--- src/a64lsu_pkg.sv ---
// Shared types, encodings and constants of the A64 load/store address unit.
`default_nettype none

package a64lsu_pkg;

    typedef enum logic [1:0] {
        STATUS_REJECT   = 2'd0,
        STATUS_ACCESS   = 2'd1,
        STATUS_PREFETCH = 2'd2
    } status_t;

    // Major opcode groups taken from instruction bits 29:24.
    localparam logic [5:0] GRP_ACQ_REL    = 6'h08;
    localparam logic [5:0] GRP_LIT_INT    = 6'h18;
    localparam logic [5:0] GRP_LIT_SIMD   = 6'h1C;
    localparam logic [5:0] GRP_PAIR_POST  = 6'h28;
    localparam logic [5:0] GRP_PAIR_OFF   = 6'h29;
    localparam logic [5:0] GRP_PAIR_VPOST = 6'h2C;
    localparam logic [5:0] GRP_PAIR_VOFF  = 6'h2D;
    localparam logic [5:0] GRP_INT_REG    = 6'h38;
    localparam logic [5:0] GRP_INT_UOFF   = 6'h39;
    localparam logic [5:0] GRP_SIMD_REG   = 6'h3C;
    localparam logic [5:0] GRP_SIMD_UOFF  = 6'h3D;

    localparam logic [31:0] ACQ_REL_MASK  = 32'h00BF_7C00;
    localparam logic [31:0] ACQ_REL_MATCH = 32'h009F_7C00;
    localparam logic [1:0]  REG_OFF_FORM  = 2'b10;
    localparam logic [2:0]  MAX_LOG_BYTES = 3'd4;

    localparam int QUEUE_DEPTH = 4;
    localparam int QUEUE_PTR_W = $clog2(QUEUE_DEPTH);

    // One decoded instruction: a single access or a register pair.
    typedef struct packed {
        status_t     status;
        logic        is_load;
        logic        is_vector;
        logic [63:0] address;
        logic [4:0]  byte_count;
        logic [4:0]  reg_num;
        logic [4:0]  reg_num2;
        logic        sign_extend;
        logic        dest_is_64;
        logic        writeback_valid;
        logic [63:0] writeback_value;
        logic        pair;
    } plan_t;

    // One result transaction as seen on the output ports.
    typedef struct packed {
        status_t     status;
        logic        is_load;
        logic        is_vector;
        logic [63:0] address;
        logic [4:0]  byte_count;
        logic [4:0]  reg_num;
        logic        sign_extend;
        logic        dest_is_64;
        logic        writeback_valid;
        logic [63:0] writeback_value;
        logic        last;
    } result_t;

endpackage

`default_nettype wire

--- src/a64lsu_front.sv ---
// Front end: decodes the instruction word and computes the access plan.
`default_nettype none

module a64lsu_front (
    input  wire logic [31:0]       inst,
    input  wire logic [63:0]       pc,
    input  wire logic [63:0]       base_value,
    input  wire logic [63:0]       index_value,
    output a64lsu_pkg::plan_t      plan
);
    import a64lsu_pkg::*;

    logic [5:0]  group;
    logic [1:0]  size;
    logic [1:0]  opc;
    logic [2:0]  option;
    logic [4:0]  rn;
    logic [4:0]  rt;
    logic        load;
    logic        pre;
    logic        scaled;
    logic [2:0]  vscale;
    logic [63:0] imm9_ext;
    logic [63:0] lit_off;
    logic [63:0] imm12_ext;
    logic        int_ok;
    logic        int_ld;
    logic        int_d64;
    logic        pair_hit;

    logic        ok;
    logic        prefetch;
    logic        ld;
    logic        vec;
    logic        use_pc;
    logic        post;
    logic [63:0] off;
    logic [2:0]  blog;
    logic [4:0]  rt2;
    logic        sx;
    logic        d64;
    logic        wbv;
    logic        pair;
    logic [2:0]  scale;
    logic [63:0] sum;

    function automatic logic [63:0] extend_index(input logic [63:0] v,
                                                 input logic [2:0] opt,
                                                 input logic [2:0] shamt);
        logic [63:0] e;
        case (opt[1:0])
            2'd0: e = opt[2] ? {{56{v[7]}}, v[7:0]} : {56'd0, v[7:0]};
            2'd1: e = opt[2] ? {{48{v[15]}}, v[15:0]} : {48'd0, v[15:0]};
            2'd2: e = opt[2] ? {{32{v[31]}}, v[31:0]} : {32'd0, v[31:0]};
            default: e = v;
        endcase
        return e << shamt;
    endfunction

    assign group     = inst[29:24];
    assign size      = inst[31:30];
    assign opc       = inst[23:22];
    assign option    = inst[15:13];
    assign rn        = inst[9:5];
    assign rt        = inst[4:0];
    assign load      = inst[22];
    assign pre       = inst[11];
    assign scaled    = inst[12];
    assign vscale    = {inst[23], size};
    assign imm9_ext  = {{55{inst[20]}}, inst[20:12]};
    assign lit_off   = {{43{inst[23]}}, inst[23:5], 2'b00};
    assign imm12_ext = {52'd0, inst[21:10]};

    // Integer immediate forms: opc selects store, load or sign-extending load.
    assign int_ok  = !(opc[1] && (size == 2'd3 || (size == 2'd2 && opc[0])));
    assign int_ld  = opc[1] | opc[0];
    assign int_d64 = (size == 2'd3) || (opc[1] && !opc[0]);

    // A writeback pair may not name its own base as a target, except SP; only integer pairs check this.
    assign pair_hit = inst[23] && (rt == rn || inst[14:10] == rn) && rn != 5'd31;

    always_comb
    begin
        ok       = 1'b0;
        prefetch = 1'b0;
        ld       = 1'b0;
        vec      = 1'b0;
        use_pc   = 1'b0;
        post     = 1'b0;
        off      = '0;
        blog     = '0;
        rt2      = '0;
        sx       = 1'b0;
        d64      = 1'b0;
        wbv      = 1'b0;
        pair     = 1'b0;
        scale    = '0;
        case (group)
            GRP_ACQ_REL:
            begin
                ok   = (inst & ACQ_REL_MASK) == ACQ_REL_MATCH;
                ld   = load;
                post = 1'b1;
                blog = {1'b0, size};
                d64  = size == 2'd3;
            end
            GRP_LIT_INT:
            begin
                ok     = !inst[31];
                ld     = 1'b1;
                use_pc = 1'b1;
                off    = lit_off;
                blog   = inst[30] ? 3'd3 : 3'd2;
                d64    = inst[30];
            end
            GRP_LIT_SIMD:
            begin
                ok     = size != 2'd3;
                ld     = 1'b1;
                vec    = 1'b1;
                use_pc = 1'b1;
                off    = lit_off;
                blog   = 3'd2 + {1'b0, size};
            end
            GRP_PAIR_POST, GRP_PAIR_OFF, GRP_PAIR_VPOST, GRP_PAIR_VOFF:
            begin
                vec  = inst[26];
                rt2  = inst[14:10];
                wbv  = inst[23];
                post = !inst[24];
                ld   = load;
                pair = 1'b1;
                if (inst[26])
                begin
                    scale = 3'd2 + {1'b0, size};
                    ok    = !((!inst[24] && !inst[23]) || size == 2'd3 ||
                              (load && rt == inst[14:10]));
                end
                else
                begin
                    scale = inst[31] ? 3'd3 : 3'd2;
                    sx    = size[0];
                    d64   = size[1] | size[0];
                    ok    = !((!inst[24] && !inst[23]) || size == 2'd3 ||
                              (!load && size[0]) ||
                              (load && (rt == inst[14:10] || pair_hit)) ||
                              (!load && pair_hit));
                end
                off  = {{57{inst[21]}}, inst[21:15]} << scale;
                blog = scale;
            end
            GRP_INT_REG:
            begin
                blog = {1'b0, size};
                ld   = int_ld;
                sx   = opc[1];
                d64  = int_d64;
                if (inst[21])
                begin
                    ok  = inst[11:10] == REG_OFF_FORM && option[1] &&
                          !(opc[1] && opc[0] && size[1]);
                    prefetch = opc[1] && size == 2'd3;
                    off = extend_index(index_value, option,
                                       scaled ? {1'b0, size} : 3'd0);
                end
                else if (inst[10])
                begin
                    ok   = int_ok;
                    off  = imm9_ext;
                    post = !pre;
                    wbv  = 1'b1;
                end
                else
                begin
                    ok  = int_ok && !pre;
                    off = imm9_ext;
                end
            end
            GRP_INT_UOFF:
            begin
                ok   = int_ok;
                blog = {1'b0, size};
                ld   = int_ld;
                sx   = opc[1];
                d64  = int_d64;
                off  = imm12_ext << size;
            end
            GRP_SIMD_REG:
            begin
                vec  = 1'b1;
                ld   = load;
                blog = vscale;
                if (inst[21])
                begin
                    ok  = inst[11:10] == REG_OFF_FORM && vscale <= MAX_LOG_BYTES &&
                          option[1];
                    off = extend_index(index_value, option, scaled ? vscale : 3'd0);
                end
                else if (inst[10])
                begin
                    ok   = vscale <= MAX_LOG_BYTES;
                    off  = imm9_ext;
                    post = !pre;
                    wbv  = 1'b1;
                end
                else
                begin
                    ok  = vscale <= MAX_LOG_BYTES && !pre;
                    off = imm9_ext;
                end
            end
            GRP_SIMD_UOFF:
            begin
                ok   = vscale <= MAX_LOG_BYTES;
                vec  = 1'b1;
                ld   = load;
                blog = vscale;
                off  = imm12_ext << vscale;
            end
            default:
            begin
                ok = 1'b0;
            end
        endcase
    end

    // One adder serves the access address and the writeback value.
    assign sum = (use_pc ? pc : base_value) + off;

    always_comb
    begin
        plan = '0;
        if (!ok)
        begin
            plan.status = STATUS_REJECT;
        end
        else if (prefetch)
        begin
            plan.status = STATUS_PREFETCH;
        end
        else
        begin
            plan.status          = STATUS_ACCESS;
            plan.is_load         = ld;
            plan.is_vector       = vec;
            plan.address         = post ? base_value : sum;
            plan.byte_count      = 5'd1 << blog;
            plan.reg_num         = rt;
            plan.reg_num2        = rt2;
            plan.sign_extend     = sx;
            plan.dest_is_64      = d64;
            plan.writeback_valid = wbv;
            plan.writeback_value = wbv ? sum : 64'd0;
            plan.pair            = pair;
        end
    end

endmodule

`default_nettype wire

--- src/a64lsu_queue.sv ---
// Plan queue that decouples the decoder from the result issue stage.
`default_nettype none

module a64lsu_queue (
    input  wire logic              clk,
    input  wire logic              rst_n,
    input  wire logic              wr_en,
    input  wire a64lsu_pkg::plan_t wr_data,
    output logic                   full,
    input  wire logic              rd_en,
    output a64lsu_pkg::plan_t      rd_data,
    output logic                   empty
);
    import a64lsu_pkg::*;

    plan_t                  mem_reg [QUEUE_DEPTH];
    logic [QUEUE_PTR_W-1:0] wr_ptr_reg;
    logic [QUEUE_PTR_W-1:0] wr_ptr_next;
    logic [QUEUE_PTR_W-1:0] rd_ptr_reg;
    logic [QUEUE_PTR_W-1:0] rd_ptr_next;
    logic [QUEUE_PTR_W:0]   count_reg;
    logic [QUEUE_PTR_W:0]   count_next;
    logic                   do_wr;
    logic                   do_rd;

    assign full    = count_reg == (QUEUE_PTR_W+1)'(QUEUE_DEPTH);
    assign empty   = count_reg == '0;
    assign do_wr   = wr_en && !full;
    assign do_rd   = rd_en && !empty;
    assign rd_data = mem_reg[rd_ptr_reg];

    always_comb
    begin
        wr_ptr_next = wr_ptr_reg;
        rd_ptr_next = rd_ptr_reg;
        count_next  = count_reg;
        if (do_wr)
        begin
            wr_ptr_next = (wr_ptr_reg == QUEUE_PTR_W'(QUEUE_DEPTH - 1)) ? '0
                                                                        : wr_ptr_reg + 1'b1;
        end
        if (do_rd)
        begin
            rd_ptr_next = (rd_ptr_reg == QUEUE_PTR_W'(QUEUE_DEPTH - 1)) ? '0
                                                                        : rd_ptr_reg + 1'b1;
        end
        if (do_wr && !do_rd)
        begin
            count_next = count_reg + 1'b1;
        end
        else if (do_rd && !do_wr)
        begin
            count_next = count_reg - 1'b1;
        end
    end

    always_ff @(posedge clk or negedge rst_n)
    begin
        if (!rst_n)
        begin
            wr_ptr_reg <= '0;
            rd_ptr_reg <= '0;
            count_reg  <= '0;
        end
        else
        begin
            wr_ptr_reg <= wr_ptr_next;
            rd_ptr_reg <= rd_ptr_next;
            count_reg  <= count_next;
        end
    end

    always_ff @(posedge clk)
    begin
        if (do_wr)
        begin
            mem_reg[wr_ptr_reg] <= wr_data;
        end
    end

endmodule

`default_nettype wire

--- src/a64lsu_back.sv ---
// Back end: issues one or two result transactions per plan into the output register.
`default_nettype none

module a64lsu_back (
    input  wire logic              clk,
    input  wire logic              rst_n,
    input  wire a64lsu_pkg::plan_t q_plan,
    input  wire logic              q_empty,
    output logic                   q_pop,
    input  wire logic              pop,
    output logic                   empty,
    output a64lsu_pkg::result_t    result
);
    import a64lsu_pkg::*;

    logic    out_valid_reg;
    logic    out_valid_next;
    logic    half_reg;
    logic    half_next;
    result_t out_data_reg;
    result_t out_data_next;
    logic    out_ready;
    logic    load_out;

    assign out_ready = !out_valid_reg || pop;
    assign load_out  = out_ready && !q_empty;

    // A pair stays at the queue head until its second access has been issued.
    assign q_pop = load_out && (!q_plan.pair || half_reg);

    always_comb
    begin
        out_valid_next = out_valid_reg;
        half_next      = half_reg;
        if (out_ready)
        begin
            out_valid_next = !q_empty;
        end
        if (load_out)
        begin
            half_next = q_plan.pair && !half_reg;
        end
    end

    always_comb
    begin
        out_data_next.status          = q_plan.status;
        out_data_next.is_load         = q_plan.is_load;
        out_data_next.is_vector       = q_plan.is_vector;
        out_data_next.address         = half_reg ? q_plan.address + {59'd0, q_plan.byte_count}
                                                 : q_plan.address;
        out_data_next.byte_count      = q_plan.byte_count;
        out_data_next.reg_num         = half_reg ? q_plan.reg_num2 : q_plan.reg_num;
        out_data_next.sign_extend     = q_plan.sign_extend;
        out_data_next.dest_is_64      = q_plan.dest_is_64;
        out_data_next.writeback_valid = q_plan.writeback_valid;
        out_data_next.writeback_value = q_plan.writeback_value;
        out_data_next.last            = !q_plan.pair || half_reg;
    end

    always_ff @(posedge clk or negedge rst_n)
    begin
        if (!rst_n)
        begin
            out_valid_reg <= 1'b0;
            half_reg      <= 1'b0;
        end
        else
        begin
            out_valid_reg <= out_valid_next;
            half_reg      <= half_next;
        end
    end

    always_ff @(posedge clk)
    begin
        if (load_out)
        begin
            out_data_reg <= out_data_next;
        end
    end

    assign empty  = !out_valid_reg;
    assign result = out_data_reg;

endmodule

`default_nettype wire

--- src/a64_load_store_address_unit_top.sv ---
// Top level of the A64 load/store address unit.
// Usage: an instruction word, its PC, the base register value and the index
// register value enter as one transaction through push/full. Each instruction
// yields one result transaction, or two for a register pair, read through
// empty/pop; the oldest result is on the ports whenever empty is low, and the
// final result of an instruction carries last.
// A result reaches the ports through the plan queue and then the output
// register when nothing waits ahead of it. Throughput is one instruction per
// cycle while the receiver pops, with one output slot per access of a pair.
// The decoder and its address adder sit in front of a four-entry plan queue,
// and the issue stage drains the queue into a single output register; full
// rises only when that queue holds four plans.
// When the receiver stalls, the output register holds its transaction and
// the queue absorbs up to four more instructions before full is raised.
// Reset empties the queue and the output register; the block has no other
// state and is ready to accept an instruction in the first cycle after reset.
`default_nettype none

module a64_load_store_address_unit_top (
    input  wire logic        clk,
    input  wire logic        rst_n,
    input  wire logic        push,
    output logic             full,
    input  wire logic [31:0] inst,
    input  wire logic [63:0] pc,
    input  wire logic [63:0] base_value,
    input  wire logic [63:0] index_value,
    output logic             empty,
    input  wire logic        pop,
    output logic [1:0]       status,
    output logic             is_load,
    output logic             is_vector,
    output logic [63:0]      address,
    output logic [4:0]       byte_count,
    output logic [4:0]       reg_num,
    output logic             sign_extend,
    output logic             dest_is_64,
    output logic             writeback_valid,
    output logic [63:0]      writeback_value,
    output logic             last
);
    import a64lsu_pkg::*;

    plan_t   front_plan;
    plan_t   q_plan;
    logic    q_empty;
    logic    q_pop;
    result_t result;

    a64lsu_front u_front (
        .inst        (inst),
        .pc          (pc),
        .base_value  (base_value),
        .index_value (index_value),
        .plan        (front_plan)
    );

    a64lsu_queue u_queue (
        .clk     (clk),
        .rst_n   (rst_n),
        .wr_en   (push),
        .wr_data (front_plan),
        .full    (full),
        .rd_en   (q_pop),
        .rd_data (q_plan),
        .empty   (q_empty)
    );

    a64lsu_back u_back (
        .clk     (clk),
        .rst_n   (rst_n),
        .q_plan  (q_plan),
        .q_empty (q_empty),
        .q_pop   (q_pop),
        .pop     (pop),
        .empty   (empty),
        .result  (result)
    );

    assign status          = result.status;
    assign is_load         = result.is_load;
    assign is_vector       = result.is_vector;
    assign address         = result.address;
    assign byte_count      = result.byte_count;
    assign reg_num         = result.reg_num;
    assign sign_extend     = result.sign_extend;
    assign dest_is_64      = result.dest_is_64;
    assign writeback_valid = result.writeback_valid;
    assign writeback_value = result.writeback_value;
    assign last            = result.last;

`ifndef SYNTH
    // The first access of a pair is always followed at once by the second one.
    assert property (@(posedge clk) disable iff (!rst_n)
        (!empty && pop && !last) |=> (!empty && last))
        else $error("second access of a pair did not follow the first");

    // Both accesses of a pair carry the same writeback and size, and the second address follows the first by that size.
    assert property (@(posedge clk) disable iff (!rst_n)
        (!empty && pop && !last) |=>
            (writeback_valid == $past(writeback_valid) &&
             byte_count == $past(byte_count) &&
             address == $past(address) + {59'd0, $past(byte_count)}))
        else $error("pair accesses disagree");

    // Only a memory access can be the first half of a pair.
    assert property (@(posedge clk) disable iff (!rst_n)
        (!empty && !last) |-> (status == STATUS_ACCESS))
        else $error("non-final transaction without a memory access");
`endif

endmodule

`default_nettype wire
--- config.mk ---
export PLATFORM = sky130hd
export DESIGN_NAME = a64_load_store_address_unit_top
export DESIGN_NICKNAME = d
export VERILOG_FILES = /design/src/a64lsu_pkg.sv /design/src/a64lsu_front.sv /design/src/a64lsu_queue.sv /design/src/a64lsu_back.sv /design/src/a64_load_store_address_unit_top.sv
export SDC_FILE = /design/constraint.sdc
export NUM_CORES = 1
export LEC_CHECK = 0
export ABC_CLOCK_PERIOD_IN_PS = 9240
export BUFFER_PORTS_ARGS = -buffer_cell sky130_fd_sc_hd__buf_2
export CAP_MARGIN = 0
export CELL_PAD_IN_SITES_DETAIL_PLACEMENT = 1
export CELL_PAD_IN_SITES_GLOBAL_PLACEMENT = 1
export CORE_MARGIN = 2
export CORE_UTILIZATION = 42
export DETAILED_ROUTE_END_ITERATION = 7
export PLACE_DENSITY = 0.69
export REMOVE_ABC_BUFFERS = 1
export SLEW_MARGIN = 5
export SYNTH_ARGS = -nofsm -noshare
export SYNTH_HDL_FRONTEND = slang
export SYNTH_HIERARCHICAL = 1
export SYNTH_SLANG_ARGS = --single-unit
--- constraint.sdc ---
create_clock -name clk -period 9.24 [get_ports clk]
set_clock_uncertainty 0.05 [all_clocks]
set_input_delay 0.462 -clock clk [delete_from_list [all_inputs] [get_ports clk]]
set_output_delay 0.462 -clock clk [all_outputs]
set_load 0.05 [all_outputs]
==> flow_metrics.tcl <==
set metrics [dict create \
    die_h_um 308 \
    synth.distinct_cells 93 \
    synth_top_family_by_area "simple AND/OR/NAND/NOR gates" \
    synth_edf_count 750 \
    clockBufferDepth 3 \
    yosysMostFrequentCell "edfxtp_1" \
    async_flop_share 0.0119 \
    grt_max_degree 63 \
    synth_cells 3057 \
    synth_compound_area_frac 0.0972 \
    drt_first_iter_violations 2255 \
    final_layout_size_suffix_gt1_frac 0.233 \
    antenna_found_initial 26 \
    dpl_cell_area_um2 41800 \
    numClockSinks 759 \
    pwr-share-seq 0.393 \
    io_pins 376 \
    min_period_over_period 0.705 \
    setup_viol_count_final 0 \
    ys_seq_area_frac 0.586 \
    synth_mux_area_frac 0.116 \
    area_growth_pct 14.9 \
    postRouteWirelength_mm 129 \
    final_area_um2 44600 \
    synth_adder_area_share 0.0254 \
    cts_root_buffer "clkbuf_16" \
    fin_crit_ns 6.51 \
    num-nets-final 3673 \
    tritoncts "yes" \
    grt_pass1_vias 28600 \
    drv_cap 0 \
    place_hpwl_mm 91.8 \
    dp_slack_ns 2.23 \
    rr_worst_depth 10 \
    die_w_um 308 \
    path_class "in2reg" \
    io_buffers 375 \
    synth_warnings 6 \
    rows 111 \
    power_switching_w 0.00492 \
    place_congestion 0.907 \
    yosys.area_share.simple 0.118 \
    post_cts_buffers 0 \
    worst_slack_ns 2.73 \
    synth_top_area_frac 0.580 \
    crit_path_end_kind "flop" \
    max_freq_mhz 154 \
    numCtsBuffers 84 \
    slew_violations 0 \
    status "finished clean" \
    max_slew.worst_pin.slew_ns 1.29 \
    track_usage 0.268 \
    yosys-top-cells-area "edfxtp_1 (58%), mux4_2 (9.2%), nand2_1 (4.5%)" \
    power.share.combinational 0.351 \
    dieArea_um2 94900 \
    wl_per_cell_um 27.8 \
    netSwitchingFraction 0.371 \
    post-route-util 0.487 \
    rrSetupSlack_ns 4.33 \
    antenna_left 0 \
    clock_latency_ns 0.66 \
    critPathLaunch "inst[30]" \
    drc 0 \
    synthXorXnorAreaFrac 0.0316 \
    critPathCapture "u_queue/mem_reg[1][61]" \
    p_leak_nw 16.5 \
    cp-start-kind "input port" \
    grt.overflow.total 0 \
    synth-seq-cells 759 \
    p_clk_frac 0.256 \
    slew_headroom 0.134 \
    start_util 0.424 \
    synth_area_per_cell_um2 12.7 \
    h-tree-depth 3 \
    r2r-end "u_back/result[110]" \
    drt-pass1-iter-count 5 \
    largest_reg_flops 604 \
    arrival_ns 6.85 \
    yosys_most_used_dff "edfxtp_1" \
    rsz0062_at_grt "false" \
    ir_worst_vdd_uv 186 \
    via_count 27700 \
    yosysTopAreaCell "edfxtp_1" \
    required_ns 9.58 \
    synth_area_um2 38800 \
    grt_pass1_wl_mm 189 \
    avgViaCountPerCell 5.98 \
    core-area_um2 91700 \
    hold_violations 0 \
    cellPowerDensity_nw_per_um2 297 \
    hp-class "in2reg" \
    rr_startpoint "u_queue/rd_ptr_reg[0]" \
    clk_pin_slew_worst_paths_ns 0.06 \
    p_int_w 0.00833 \
    critPathMaxFanout 50 \
    ys_top_cells_by_count "edfxtp_1 (750), nand2_1 (466), nor2_1 (229), a21oi_1 (172), mux4_2 (158)" \
]
-- area by class of cell --
| class | instances | area [um^2] |
|---|---|---|
| antenna | 8 | 20.0 |
| clock buffer | 96 | 2190 |
| clock inverter | 59 | 609 |
| fill | 9448 | 47000 |
| inverter | 43 | 161 |
| multi-input combinational | 2054 | 15100 |
| sequential | 759 | 22800 |
| tap | 1186 | 1480 |
| timing repair buffer | 426 | 2260 |
-- how the worst min path moves through the flow --
stage / start / to / slack, ns / cells after the start
6_report: base_value[61] / u_queue/mem_reg[0][144] / 0.20 / 3
3_5_place_dp: rst_n / u_back/out_valid_reg / 0.32 / 1
4_1_cts: rst_n / u_queue/rd_ptr_reg[1] / 0.16 / 2
5_1_grt: base_value[55] / u_queue/mem_reg[0][138] / 0.20 / 3
2_1_floorplan: rst_n / u_back/half_reg / 0.12 / 0
3_3_place_gp: rst_n / u_back/out_valid_reg / 0.30 / 1
-- per-layer routing --
| layer | vias up | wire length, um | part of all wire | global-route usage |
|---|---|---|---|---|
| li1 | 12300 | - | - | - |
| met1 | 14200 | 55300 | 0.43 | 0.371 |
| met2 | 981 | 60800 | 0.47 | 0.431 |
| met3 | 182 | 9250 | 0.072 | 0.0513 |
| met4 | 30 | 3110 | 0.024 | 0.0734 |
| met5 | - | 171 | 0.0013 | 0 |
-- timing repair --
action / 4_1_cts / 5_1_grt
hold buffers: 2 / 0
gates resized for setup: 0 / 0
hold endpoints to repair: 10 / 0
-- through the flow --
step | std cells | hold WS, ns | power, W | setup TNS, ns
final | 4631 | 0.197 | 0.0133 | 0
after global routing | 4626 | 0.204 | 0.0138 | 0
after CTS | 4623 | 0.161 | 0.0134 | 0
after detailed placement | 4466 | 0.318 | 0.00995 | 0
after global placement | 4466 | 0.302 | 0.00983 | 0
after floorplan | 2856 | 0.116 | 0.00886 | -0.421
-- critical path, stage by stage --
cell and delay, ns:
buf_2 0.52, nand2_2 0.75, a32o_1 0.51, mux2_2 0.29, a221oi_1 0.38, nand2_1 0.10
a21oi_1 0.15, a21oi_1 0.06, a211o_1 0.26, ha_1 0.35, nand2_1 0.15, nor4_1 0.29
o21ai_1 0.20, a311oi_1 0.39, nor2_1 0.20, o21ai_0 0.50, a21oi_1 0.29, or4_4 0.50
nand3_1 0.09, nor3b_1 0.37
-- cell usage in the layout (no fill, tap or decap), drive strengths merged, types with 8 or more instances in the layout --
master  instances
a211oi         17
a21o           33
a21oi         173
a221oi         27
a31oi          57
and2           55
and3           32
buf           424
bufinv         10
clkbuf         96
clkinv         40
dfrtp           9
diode           8
edfxtp        750
ha             74
inv            46
mux2           16
mux2i          75
mux4          158
nand2         466
nand3          59
nand4          56
nor2          230
nor2b          12
nor3           36
nor4           20
o21ai         154
o21bai         19
o221ai          8
o22ai          26
o31ai           9
xnor2          91
xor2           49
-- cells by family after synthesis --
logic type / after synthesis
muxes: 249
DFF: 759
xor gates and xnor gates: 140
adders and majority gates: 77
AOI/OAI and AO/OA: 593
and+or+nand+nor: 995
buffers and inverters: 244
-- power by group through the flow --
stage          logic [W]  registers [W]  clock network, W
2_1_floorplan    0.00222        0.00665                 0
3_3_place_gp     0.00461        0.00522                 0
3_5_place_dp     0.00466        0.00528                 0
4_1_cts          0.00469        0.00523           0.00346
5_1_grt          0.00490        0.00529           0.00358
6_report         0.00465        0.00521           0.00340
Note: power is estimated with default switching activity, not from simulation.
